--- config.mk ---
export PLATFORM = sky130hd
export DESIGN_NAME = clipped_pixel_raster_op_unit
export DESIGN_NICKNAME = d
export VERILOG_FILES = /design/src/design/cpro_pkg.sv /design/src/design/cpro_grad_div.sv /design/src/design/cpro_mix_chan.sv /design/src/design/clipped_pixel_raster_op_unit.sv
export VERILOG_INCLUDE_DIRS = /design/src /design/src/design
export SDC_FILE = /design/constraint.sdc
export NUM_CORES = 2
export LEC_CHECK = 0
export ABC_CLOCK_PERIOD_IN_PS = 4800
export BUFFER_PORTS_ARGS = -buffer_cell sky130_fd_sc_hd__buf_2
export CORE_MARGIN = 5
export CORE_UTILIZATION = 55
export CTS_CLUSTER_DIAMETER = 80
export DETAILED_ROUTE_END_ITERATION = 10
export PLACE_DENSITY = 0.76
export SYNTH_ARGS = -nofsm -noshare
export SYNTH_HDL_FRONTEND = slang
export SYNTH_HIERARCHICAL = 1
export SYNTH_SLANG_ARGS = --single-unit
export TNS_END_PERCENT = 1
--- constraint.sdc ---
create_clock -name clk -period 4.8 [get_ports clk]
set_input_delay 0.24 -clock clk [delete_from_list [all_inputs] [get_ports clk]]
set_output_delay 0.24 -clock clk [all_outputs]
set_load 0.005 [all_outputs]
--- src/design/assert_macros.svh ---
// ----------------------------------------------------------------------------
// Assertion macros
// Shared concurrent assertion forms, clocked and disabled during reset.
// ----------------------------------------------------------------------------
`ifndef ASSERT_MACROS_SVH
`define ASSERT_MACROS_SVH

// same-cycle implication
`define ASSERT_IMPLIES(lbl, clk, rst_n, ante, cons, msg) \
	lbl: assert property (@(posedge clk) disable iff (!rst_n) (ante) |-> (cons)) \
		else $error(msg);

// next-cycle implication
`define ASSERT_NEXT(lbl, clk, rst_n, ante, cons, msg) \
	lbl: assert property (@(posedge clk) disable iff (!rst_n) (ante) |=> (cons)) \
		else $error(msg);

`endif

--- src/design/cpro_pkg.sv ---
// ----------------------------------------------------------------------------
// cpro_pkg
// Types, codes and arithmetic helpers of the clipped raster-op unit.
// ----------------------------------------------------------------------------
package cpro_pkg;

	localparam int unsigned DEF_SCREEN_WIDTH  = 640;
	localparam int unsigned DEF_SCREEN_HEIGHT = 480;

	localparam logic signed [15:0] CLIP_LO_RESET = 16'sd0;
	localparam logic signed [15:0] CLIP_HI_RESET = 16'sh7FFF;

	localparam logic [23:0] RGB_MASK     = 24'hFF_FFFF;
	localparam logic [7:0]  ALPHA_OPAQUE = 8'hFF;
	localparam logic [7:0]  ALPHA_ZERO   = 8'h00;

	typedef enum logic [2:0] {
		KIND_WRITE   = 3'd0,
		KIND_INVERT  = 3'd1,
		KIND_UBLEND  = 3'd2,
		KIND_PCBLEND = 3'd3,
		KIND_GRAD    = 3'd4
	} kind_t;

	typedef enum logic [1:0] {
		CFG_CLIP_LEFT   = 2'd0,
		CFG_CLIP_TOP    = 2'd1,
		CFG_CLIP_RIGHT  = 2'd2,
		CFG_CLIP_BOTTOM = 2'd3
	} cfg_reg_t;

	// gradient divider stage state
	typedef struct packed {
		logic [19:0] rem;
		logic [7:0]  q;
		logic [12:0] d;
		logic        zero;
		logic        sat;
	} div_t;

	// per-pixel payload through the divider stages
	typedef struct packed {
		logic        we;
		logic        mix;
		logic        grad;
		logic [18:0] addr;
		logic [31:0] fixed;
		logic [23:0] dsrc;
		logic [23:0] ssrc;
		logic [7:0]  ar;
		logic [7:0]  ag;
		logic [7:0]  ab;
	} pix_t;

	// two restoring quotient bits, hi and hi-1
	function automatic div_t div_pair(input div_t x, input logic [2:0] hi);
		div_t        r;
		logic [20:0] trial;
		logic [2:0]  lo;
		r = x;
		lo = 3'(hi - 3'd1);
		trial = 21'(x.d) << hi;
		if ({1'b0, r.rem} >= trial) begin
			r.rem = r.rem - trial[19:0];
			r.q[hi] = 1'b1;
		end
		trial = 21'(x.d) << lo;
		if ({1'b0, r.rem} >= trial) begin
			r.rem = r.rem - trial[19:0];
			r.q[lo] = 1'b1;
		end
		return r;
	endfunction

	// rounding divide by 255: (v*257 + 257) >> 16
	function automatic logic [7:0] div255(input logic [16:0] v);
		logic [24:0] acc;
		acc = {v, 8'b0} + 25'(v) + 25'd257;
		return acc[23:16];
	endfunction

endpackage

--- src/design/cpro_grad_div.sv ---
// ----------------------------------------------------------------------------
// cpro_grad_div
// Gradient weight row*255/(height-1), saturated at 255, two quotient bits
// per stage. Result lines up with pipeline stage 5.
// ----------------------------------------------------------------------------
module cpro_grad_div
	import cpro_pkg::*;
(
	input  logic        clk,
	input  logic [11:0] row_in_band,
	input  logic [12:0] band_height,
	output logic [7:0]  weight
);

	div_t        div_c;
	div_t        div_s1;
	div_t        div_s2;
	div_t        div_s3;
	div_t        div_s4;
	div_t        div_s5;
	logic [19:0] numer;

	always_comb begin
		numer = {row_in_band, 8'b0} - 20'(row_in_band);
		div_c.rem = numer;
		div_c.q = '0;
		div_c.d = band_height - 13'd1;
		div_c.zero = (band_height <= 13'd1);
		div_c.sat = ({1'b0, numer} >= {div_c.d, 8'b0});
	end

	always_ff @(posedge clk) begin
		div_s1 <= div_c;
		div_s2 <= div_pair(div_s1, 3'd7);
		div_s3 <= div_pair(div_s2, 3'd5);
		div_s4 <= div_pair(div_s3, 3'd3);
		div_s5 <= div_pair(div_s4, 3'd1);
	end

	always_comb begin
		priority if (div_s5.zero) begin
			weight = ALPHA_ZERO;
		end else if (div_s5.sat) begin
			weight = ALPHA_OPAQUE;
		end else begin
			weight = div_s5.q;
		end
	end

endmodule

--- src/design/cpro_mix_chan.sv ---
// ----------------------------------------------------------------------------
// cpro_mix_chan
// One color channel blend: div255(dst*(255-a) + src*a). Products are
// registered at stage 6.
// ----------------------------------------------------------------------------
module cpro_mix_chan
	import cpro_pkg::*;
(
	input  logic       clk,
	input  logic [7:0] dst,
	input  logic [7:0] src,
	input  logic [7:0] alpha,
	output logic [7:0] mixed
);

	logic [15:0] dst_term_s6;
	logic [15:0] src_term_s6;

	always_ff @(posedge clk) begin
		dst_term_s6 <= 16'(dst) * 16'(ALPHA_OPAQUE - alpha);
		src_term_s6 <= 16'(src) * 16'(alpha);
	end

	assign mixed = div255(17'(dst_term_s6) + 17'(src_term_s6));

endmodule

--- src/design/clipped_pixel_raster_op_unit.sv ---
// ----------------------------------------------------------------------------
// clipped_pixel_raster_op_unit
// Per-pixel raster op for a 32-bit ABGR framebuffer: clip test, linear
// address, and write / invert / blend / gradient pixel value.
//
// Channel   Handshake                  Payload
// --------  -------------------------  ------------------------------------
// command   start, busy                kind, pixel_x/y, colors, alphas, band
// result    result_strobe              write_enable, pixel_address, new_pixel
// config    cfg_valid, cfg_ready       cfg_index, cfg_data
//
// One pixel per clock; busy stays low. The result strobe is registered
// through the clip/address stage, four divider stages of two quotient
// bits each, the blend multiply stage and the output register.
// Reset clears the valid bits and sets the clip window to the whole screen.
// Results cannot be stalled; config writes are always taken.
// ----------------------------------------------------------------------------
`include "assert_macros.svh"

module clipped_pixel_raster_op_unit
	import cpro_pkg::*;
#(
	parameter int unsigned SCREEN_WIDTH  = DEF_SCREEN_WIDTH,
	parameter int unsigned SCREEN_HEIGHT = DEF_SCREEN_HEIGHT
) (
	input  logic               clk,
	input  logic               arst_n,
	input  logic               start,
	output logic               busy,
	input  logic [2:0]         kind,
	input  logic signed [15:0] pixel_x,
	input  logic signed [15:0] pixel_y,
	input  logic [31:0]        dest_pixel,
	input  logic [31:0]        color_a,
	input  logic [31:0]        color_b,
	input  logic [7:0]         alpha_red,
	input  logic [7:0]         alpha_green,
	input  logic [7:0]         alpha_blue,
	input  logic [11:0]        row_in_band,
	input  logic [12:0]        band_height,
	output logic               result_strobe,
	output logic               write_enable,
	output logic [18:0]        pixel_address,
	output logic [31:0]        new_pixel,
	input  logic               cfg_valid,
	output logic               cfg_ready,
	input  logic [1:0]         cfg_index,
	input  logic [15:0]        cfg_data
);

	localparam int unsigned LATENCY = 7;
	localparam int unsigned ADDR_SPAN = 1 << 19;
	localparam int unsigned ADDR_LIMIT = (SCREEN_WIDTH * SCREEN_HEIGHT < ADDR_SPAN) ?
		SCREEN_WIDTH * SCREEN_HEIGHT : ADDR_SPAN;
	localparam logic signed [15:0] SW = 16'(SCREEN_WIDTH);
	localparam logic signed [15:0] SH = 16'(SCREEN_HEIGHT);
	localparam logic [18:0] W19 = 19'(SCREEN_WIDTH);

	typedef struct packed {
		logic        we;
		logic        mix;
		logic [18:0] addr;
		logic [31:0] fixed;
	} out_t;

	logic signed [15:0] clip_left_q;
	logic signed [15:0] clip_top_q;
	logic signed [15:0] clip_right_q;
	logic signed [15:0] clip_bottom_q;

	logic signed [15:0] x_lo;
	logic signed [15:0] x_hi;
	logic signed [15:0] y_lo;
	logic signed [15:0] y_hi;
	logic               in_clip;
	logic               accept;
	pix_t               pl_c;

	logic v_s1, v_s2, v_s3, v_s4, v_s5, v_s6, v_s7;
	pix_t pl_s1, pl_s2, pl_s3, pl_s4, pl_s5;
	out_t pl_s6;
	logic        we_s7;
	logic [18:0] addr_s7;
	logic [31:0] px_s7;

	logic [7:0] grad_t;
	logic [7:0] a_r, a_g, a_b;
	logic [7:0] mix_r, mix_g, mix_b;

	assign busy = 1'b0;
	assign cfg_ready = 1'b1;
	assign accept = start && !busy;

	// config registers
	always_ff @(posedge clk or negedge arst_n) begin
		if (!arst_n) begin
			clip_left_q <= CLIP_LO_RESET;
			clip_top_q <= CLIP_LO_RESET;
			clip_right_q <= CLIP_HI_RESET;
			clip_bottom_q <= CLIP_HI_RESET;
		end else if (cfg_valid && cfg_ready) begin
			unique case (cfg_reg_t'(cfg_index))
				CFG_CLIP_LEFT: clip_left_q <= cfg_data;
				CFG_CLIP_TOP: clip_top_q <= cfg_data;
				CFG_CLIP_RIGHT: clip_right_q <= cfg_data;
				CFG_CLIP_BOTTOM: clip_bottom_q <= cfg_data;
				default: ;
			endcase
		end
	end

	// stage 1: clip window, address, op decode
	always_comb begin
		x_lo = (clip_left_q > 16'sd0) ? clip_left_q : 16'sd0;
		y_lo = (clip_top_q > 16'sd0) ? clip_top_q : 16'sd0;
		x_hi = (clip_right_q < SW) ? clip_right_q : SW;
		y_hi = (clip_bottom_q < SH) ? clip_bottom_q : SH;
		in_clip = (pixel_x >= x_lo) && (pixel_x < x_hi) &&
			(pixel_y >= y_lo) && (pixel_y < y_hi);

		pl_c.addr = 19'(pixel_y) * W19 + 19'(pixel_x);
		pl_c.grad = (kind == KIND_GRAD);
		pl_c.dsrc = pl_c.grad ? color_a[23:0] : dest_pixel[23:0];
		pl_c.ssrc = pl_c.grad ? color_b[23:0] : color_a[23:0];
		pl_c.ar = alpha_red;
		pl_c.ag = (kind == KIND_UBLEND) ? alpha_red : alpha_green;
		pl_c.ab = (kind == KIND_UBLEND) ? alpha_red : alpha_blue;
		pl_c.we = 1'b0;
		pl_c.mix = 1'b0;
		pl_c.fixed = dest_pixel;
		if (in_clip) begin
			unique case (kind)
				KIND_WRITE: begin
					pl_c.we = 1'b1;
					pl_c.fixed = color_a;
				end
				KIND_INVERT: begin
					pl_c.we = 1'b1;
					pl_c.fixed = {dest_pixel[31:24], dest_pixel[23:0] ^ RGB_MASK};
				end
				KIND_UBLEND: begin
					pl_c.we = (alpha_red != ALPHA_ZERO);
					pl_c.mix = (alpha_red != ALPHA_ZERO) && (alpha_red != ALPHA_OPAQUE);
					if (alpha_red == ALPHA_OPAQUE) begin
						pl_c.fixed = color_a;
					end
				end
				KIND_PCBLEND, KIND_GRAD: begin
					pl_c.we = 1'b1;
					pl_c.mix = 1'b1;
				end
				default: ;
			endcase
		end
	end

	cpro_grad_div u_div (
		.clk         (clk),
		.row_in_band (row_in_band),
		.band_height (band_height),
		.weight      (grad_t)
	);

	assign a_r = pl_s5.grad ? grad_t : pl_s5.ar;
	assign a_g = pl_s5.grad ? grad_t : pl_s5.ag;
	assign a_b = pl_s5.grad ? grad_t : pl_s5.ab;

	cpro_mix_chan u_mix_r (
		.clk   (clk),
		.dst   (pl_s5.dsrc[7:0]),
		.src   (pl_s5.ssrc[7:0]),
		.alpha (a_r),
		.mixed (mix_r)
	);

	cpro_mix_chan u_mix_g (
		.clk   (clk),
		.dst   (pl_s5.dsrc[15:8]),
		.src   (pl_s5.ssrc[15:8]),
		.alpha (a_g),
		.mixed (mix_g)
	);

	cpro_mix_chan u_mix_b (
		.clk   (clk),
		.dst   (pl_s5.dsrc[23:16]),
		.src   (pl_s5.ssrc[23:16]),
		.alpha (a_b),
		.mixed (mix_b)
	);

	always_ff @(posedge clk or negedge arst_n) begin
		if (!arst_n) begin
			v_s1 <= 1'b0;
			v_s2 <= 1'b0;
			v_s3 <= 1'b0;
			v_s4 <= 1'b0;
			v_s5 <= 1'b0;
			v_s6 <= 1'b0;
			v_s7 <= 1'b0;
		end else begin
			v_s1 <= accept;
			v_s2 <= v_s1;
			v_s3 <= v_s2;
			v_s4 <= v_s3;
			v_s5 <= v_s4;
			v_s6 <= v_s5;
			v_s7 <= v_s6;
		end
	end

	always_ff @(posedge clk) begin
		pl_s1 <= pl_c;
		pl_s2 <= pl_s1;
		pl_s3 <= pl_s2;
		pl_s4 <= pl_s3;
		pl_s5 <= pl_s4;
		pl_s6.we <= pl_s5.we;
		pl_s6.mix <= pl_s5.mix;
		pl_s6.addr <= pl_s5.addr;
		pl_s6.fixed <= pl_s5.fixed;
		we_s7 <= pl_s6.we;
		addr_s7 <= pl_s6.we ? pl_s6.addr : '0;
		px_s7 <= pl_s6.mix ? {ALPHA_OPAQUE, mix_b, mix_g, mix_r} : pl_s6.fixed;
	end

	assign result_strobe = v_s7;
	assign write_enable = we_s7;
	assign pixel_address = addr_s7;
	assign new_pixel = px_s7;

	`ASSERT_IMPLIES(a_strobe_latency, clk, arst_n, result_strobe,
		$past(start && !busy, LATENCY), "result strobe without an earlier transfer")
	`ASSERT_IMPLIES(a_skip_addr, clk, arst_n, result_strobe && !write_enable,
		pixel_address == '0, "skipped pixel carries an address")
	`ASSERT_IMPLIES(a_addr_range, clk, arst_n, result_strobe && write_enable,
		32'(pixel_address) < ADDR_LIMIT, "written address beyond the screen")
	`ASSERT_NEXT(a_blend_opaque, clk, arst_n, v_s6 && pl_s6.mix,
		write_enable && (new_pixel[31:24] == ALPHA_OPAQUE), "blend result not opaque")

endmodule
* After elaboration in Yosys (flattened, before gate mapping)
Cells that the tools add are included.
Widths: inputs -> output; s select.
** Storage, ports and cells
- Input port bits :: 202
- Logic and storage cells :: 200
- Register bits :: 1064
** Cells by class
- Multiplexer cells :: 27
- Reduce and logical (&&, ||, !) cells :: 13
- Add/subtract/negate cells :: 22
- Bitwise operators :: 1
- Eq/ne operators :: 9
- $mul :: 7
- Order comparisons :: 18
** Operator list (count)
- $mux 20 :: 6
- $pmux 32 s3 :: 1
- $add 24x17->24 :: 3
- $add 24x9->24 const B :: 3
- $mux 24 :: 3
- $mux 16 :: 4
- $mux 32 :: 2
- $mux 8 :: 7
- $add 16x16->17 :: 3
- $mul 8x16->16 :: 3
- $mul 8x8->16 :: 3
- $ge 16x16->1 :: 2
- $gt 16x1->1 const B :: 2
- $lt 16x16->1 :: 2
- $sub 8x8->9 const A :: 3
- $not 24->24 :: 1
- $ge 20x21->1 :: 1
- $mux 21 :: 1
- $ge 20x13->1 :: 1
- $ge 20x14->1 :: 1
- $ge 20x15->1 :: 1
- $ge 20x16->1 :: 1
- $ge 20x17->1 :: 1
- $ge 20x18->1 :: 1
- 32 further kinds :: 41

* Logic depth before layout (Yosys ltp)
- Word-level depth :: 7
- Mapped depth :: 24

* By module
The synthesis kept the hierarchy.
** Modules (own cells, without submodules)
- clipped_pixel_raster_op_unit :: cells an instance 1591, instances 1, sequential area each 16528.4 µm², area an instance 22411.5 µm²
- cpro_grad_div :: cells an instance 1223, instances 1, sequential area each 3243.1 µm², area an instance 10730.3 µm²
- cpro_mix_chan (u_mix_r) :: cells an instance 701, instances 1, sequential area each 640.6 µm², area an instance 6216.0 µm²
- cpro_mix_chan (u_mix_g) :: cells an instance 701, instances 1, sequential area each 640.6 µm², area an instance 6204.7 µm²
- cpro_mix_chan (u_mix_b) :: cells an instance 684, instances 1, sequential area each 640.6 µm², area an instance 6104.6 µm²

* Worst setup path after synthesis
Ideal clock, no wire load.
- Path kind :: reg-to-reg
- Start :: reg pl_s5[123] (netlist name)
- End :: reg u_mix_b.src_term_s6[14]
- Setup slack :: -0.233 ns
- Data arrival time :: 4.915 ns
- Library setup time :: 0.118 ns
- Clock period less this slack :: 5.033 ns
- Cell stages (with the launch flop) :: 18
- Data required time :: 4.682 ns
- Cells stage by stage :: dfxtp_1 > clkbuf_1 > o21ai_0 > clkbuf_1 > nand2_1 > fa_1 > fa_1 > inv_1 > fa_1 > inv_1 > fa_1 > inv_1 > ha_1 > a21boi_0 > o311a_1 > or3_1 > o311a_1 > xor2_1
** On the way
- Cells in the longest elaborated chain, start to end :: 2
** RTL lines
- from (decl) :: line clipped_pixel_raster_op_unit.sv:80 : pix_t pl_s1, pl_s2, pl_s3, pl_s4, pl_s5;
- from (signal assigned) :: line clipped_pixel_raster_op_unit.sv:217 : pl_s5 <= pl_s4;
- $mux 8 :: line clipped_pixel_raster_op_unit.sv:166 : assign a_b = pl_s5.grad ? grad_t : pl_s5.ab;
- via a_b[7] :: line clipped_pixel_raster_op_unit.sv:87 : logic [7:0] a_r, a_g, a_b;
- $mul 8x8->16 :: line cpro_mix_chan.sv:21 : src_term_s6 <= 16'(src) * 16'(alpha);
- to (signal assigned) :: line cpro_mix_chan.sv:21
- to (decl) :: line cpro_mix_chan.sv:17 : logic [15:0] src_term_s6;
The timed path passes the listed nets, and every way through them passes these cells.
A chain may end at the register's enable or synchronous reset.

* Final worst setup path
- Start :: reg u_div/div_s5[0] (netlist name)
- End :: reg u_mix_r.dst_term_s6[14]
** On the way
- Cells in the longest elaborated chain, start to end :: 5
** RTL lines
- from (decl) :: line cpro_grad_div.sv:20 : div_t div_s5;
- from (signal assigned) :: line cpro_grad_div.sv:37 : div_s5 <= div_pair(div_s4, 3'd1);
- $mux 8 :: line cpro_grad_div.sv:43 : end else if (div_s5.sat) begin
- $mux 8 :: line cpro_grad_div.sv:41 : priority if (div_s5.zero) begin
- via grad_t[5] :: line clipped_pixel_raster_op_unit.sv:86 : logic [7:0] grad_t;
- $mux 8 :: line clipped_pixel_raster_op_unit.sv:164 : assign a_r = pl_s5.grad ? grad_t : pl_s5.ar;
- via a_r[5] :: line clipped_pixel_raster_op_unit.sv:87
- $sub 8x8->9 :: line cpro_mix_chan.sv:20 : dst_term_s6 <= 16'(dst) * 16'(ALPHA_OPAQUE - alpha);
- $mul 8x16->16 :: line cpro_mix_chan.sv:20
- to (signal assigned) :: line cpro_mix_chan.sv:20
- to (decl) :: line cpro_mix_chan.sv:16 : logic [15:0] dst_term_s6;
The timed path passes the listed nets, and every way through them passes these cells.

==> metrics.txt <==
status complete, no violations; clock root buffer clkbuf_16; pwr dens 703.7 nW/µm²; initial core utilization 0.5536; Final nets 6552; CTS H-tree depth 3; Detail Placement HPWL 86.49 mm; post-layout min period around 4.8 ns; final-layout fill cell count roughly 6800; Slew Limit Fails 0; DP Cell Count 6495; GR Overflow Total 0; Lkg Pwr 28.66 nW; Clock power frac 0.187; TritonCTS Buffers 101; Overall Global Routing Usage 0.2351; most common cell after layout, fill and taps aside dfxtp_1; # port buffers between 200 and 250; Non-Filler Instances 6937; ys flop type dfxtp_1; final setup fails 0; die height about 320 µm; Max Root-Sink Buffers 3; Core Area between 90000 and 100000 µm²; Unique masters post-synth 129; CTS Sinks 1064; Std-Cell Rows 112; combinational power share 0.557; Final Skew 0.07650 ns; sequential share of power 0.256; largest net degree at the start of global routing a little over 70; dpl cell area 55510 µm²; final core utilization 0.6667; Min-Delay Path Class in2reg; Synth async-reset ratio 0.06673; routed vias 36620; register area 21700 µm²; footprint of the multi-input gates 28370 µm²; startpoint types flop; Peak VDD IR 499.9 µV; TritonCTS clock tree done; setup TNS 0 ns; Max FO, Critical Path 8; Post-synth EDFFs 0; Avg WL per Cell 17.30 µm; post-route ant nets 0; layout cells sized above 1 0.1952; drt via density 5.279; most frequent cells in the layout dfxtp_1, inv_1, ha_1; GP Congestion 0.8858; critical path type reg2reg; Int Power 26.66 mW; DR pass1 iterations 5; Synth Cell Area 51670 µm²; Total Routed Length 120.0 mm; Yosys reg bits 1064; WP data arrival 5.35 ns; DR iter-0 viols 1695; sequential element share of the synthesized area 0.4199; worst skew pair latency 0.69 ns; Post-route DRC 0; vias in the first global route 37660; area delta synth->final 20.43%; Max Cap Viol 0; slew margin rel. 0.2722; Placement Setup Slack -0.1733 ns; Sw Pwr 17.12 mW; CP required approximately 5.4 ns; Clock Pin Slew Worst Setup and Hold Paths 0.06 ns; RSZ-0062 raised after global routing yes; Worst-Margin Slew 1.089 ns; Sw Share 0.3910; f_max ~0.21 GHz; I/O pin cnt 257; initial antenna violation count 16; Mapped Avg Cell Area 10.54 µm²; Die Area 100200 µm²; die width between 300 and 400 µm; first-pass GRT wire length ~190 mm; PnR worst setup slack around 0.022 ns; Hold Fails Final Rpt 0; Finished Cell Area around 62000 µm²; Tcrit/Tclk final 0.9955; post-synthesis cell count 4900; CP Capture Type flop; Yosys warnings 6
-- power groups by stage --
stage	Clock [mW]	Sequential (mW)	Combinational [mW]
global route	8.73	11.3	27.2
finish	8.17	11.2	24.4
global placement	0	11.3	21.9
floorplan	0	11.0	17.1
CTS	8.32	11.2	23.0
detailed placement	0	11.4	22.6
-- layout make-up --
cell class | instances | area share
flip-flops and latches | 1064 | 0.3488
well taps | 1254 | 0.02522
repair buffers | 667 | 0.08110
multi-input cells | 3224 | 0.4559
clock inverters | 50 | 0.009552
clock buffers | 139 | 0.04713
diodes | 11 | 0.0004424
inverters | 528 | 0.03185
-- flip-flops by register name, indices dropped and copies added, names as in the netlist, 32 cells and up --
signal and flops:
pl_s3 126, u_div/div_s1 35, u_div/div_s3 39, u_div/div_s2 37, pl_s6 53, pl_s4 126
new_pixel 32, pl_s1 126, pl_s2 126, u_div/div_s4 41, pl_s5 126
-- Yosys cell counts (7+ instances only) --
library cell	number	area, µm²
a211o_1	7	61.31
a211oi_1	25	187.7
a21boi_0	10	75.07
a21o_1	57	427.9
a21oi_1	213	1066
a221oi_1	8	70.07
a31oi_1	19	118.9
and2_1	194	1214
and3_1	16	100.1
buf_2	11	55.05
clkbuf_1	64	240.2
dfrtp_1	41	1026
dfstp_2	30	788.3
dfxtp_1	993	19880
fa_1	231	4624
ha_1	533	6669
inv_1	527	1978
mux2_2	179	2016
mux2_4	7	105.1
mux2i_1	16	160.2
nand2_1	259	972.2
nand2b_1	141	882.1
nand3_1	53	265.3
nand3b_1	13	97.59
nand4_1	38	237.7
nor2_1	217	814.5
nor2b_1	162	1013
nor3_1	61	305.3
nor4_1	29	181.4
o211ai_1	22	165.2
o21a_1	31	232.7
o21ai_0	159	795.8
o21bai_1	18	135.1
o2bb2ai_1	7	61.31
o2bb2ai_2	20	300.3
o31a_1	7	61.31
o31ai_1	18	135.1
or2_2	28	175.2
or3_1	17	106.4
or4_1	10	75.07
xnor2_1	170	1489
xor2_1	65	569.3
-- routing by layer --
metal,part of all wire,track usage,vias to the layer above,routed length (µm)
li1,-,-,17800,-
met1,0.43,0.2952,17570,51040
met2,0.49,0.4074,954,58280
met3,0.053,0.04431,290,6340
met4,0.036,0.08369,8,4285
met5,0.00037,0,-,44
-- final timing paths --
check	slack [ns]	endpoint	cells after the start	startpoint
setup / recovery	0.02	u_mix_r/dst_term_s6[14]	24	u_div/div_s5[0]
hold / removal	0.09	pl_s1[115]	4	pixel_x[11]
setup reg to reg	0.02	u_mix_r/dst_term_s6[14]	24	u_div/div_s5[0]
hold reg to reg	0.32	pl_s2[65]	0	pl_s1[65]
max in group asynchronous	3.89	clip_left_q[11]	3	arst_n
min in group asynchronous	0.34	clip_top_q[6]	3	arst_n
-- logic make-up (layout without fill, tap and decap cells) --
family | count (synthesis) | in the layout | share of synthesized area
AO/OA/AOI/OAI | 720 | 720 | 0.09471
XOR/XNOR | 238 | 238 | 0.04100
adder cells (fa/ha/maj) | 766 | 766 | 0.2190
buffers and inverters | 614 | 1384 | 0.04611
flip-flops | 1064 | 1064 | 0.4199
multiplexers | 204 | 204 | 0.04463
other | 2 | 15 | 0.0001454
AND/OR/NAND/NOR | 1292 | 1292 | 0.1345
-- critical path: stages (launching register included) --
cell and delay (ns):
dfxtp_4 0.37, buf_6 0.13, nor2_2 0.03, nor2_1 0.09, nand2_1 0.11, buf_6 0.14, o21ai_0 0.07, buf_4 0.18
buf_4 0.16, nor2b_1 0.07, fa_1 0.38, fa_1 0.44, ha_1 0.29, inv_1 0.05, fa_1 0.47, inv_1 0.04
ha_1 0.31, a21o_1 0.19, a21oi_2 0.15, o21bai_1 0.09, a21oi_1 0.19, o21ai_0 0.10, a21oi_1 0.20, nor3_1 0.08
a311o_1 0.32
-- through the flow --
step	power [mW]	hold WS, ns
2_1_floorplan	28.15	-0.05559
3_3_place_gp	33.25	0.3098
3_5_place_dp	33.93	0.3120
4_1_cts	42.52	0.01750
5_1_grt	47.27	0.08134
6_report	43.78	0.08595
-- what timing repair did --
| item | CTS | global route |
|---|---|---|
| gates cloned | 1 | 4 |
| hold buffers | 211 | 0 |
| pin swaps | 3 | 77 |
| endpoints found under the setup margin | 28 | 89 |
| setup buffers | 3 | 23 |
| endpoints found under the hold margin | 255 | 0 |
| gates resized for setup | 32 | 166 |
(Power assumes the default switching activity.)
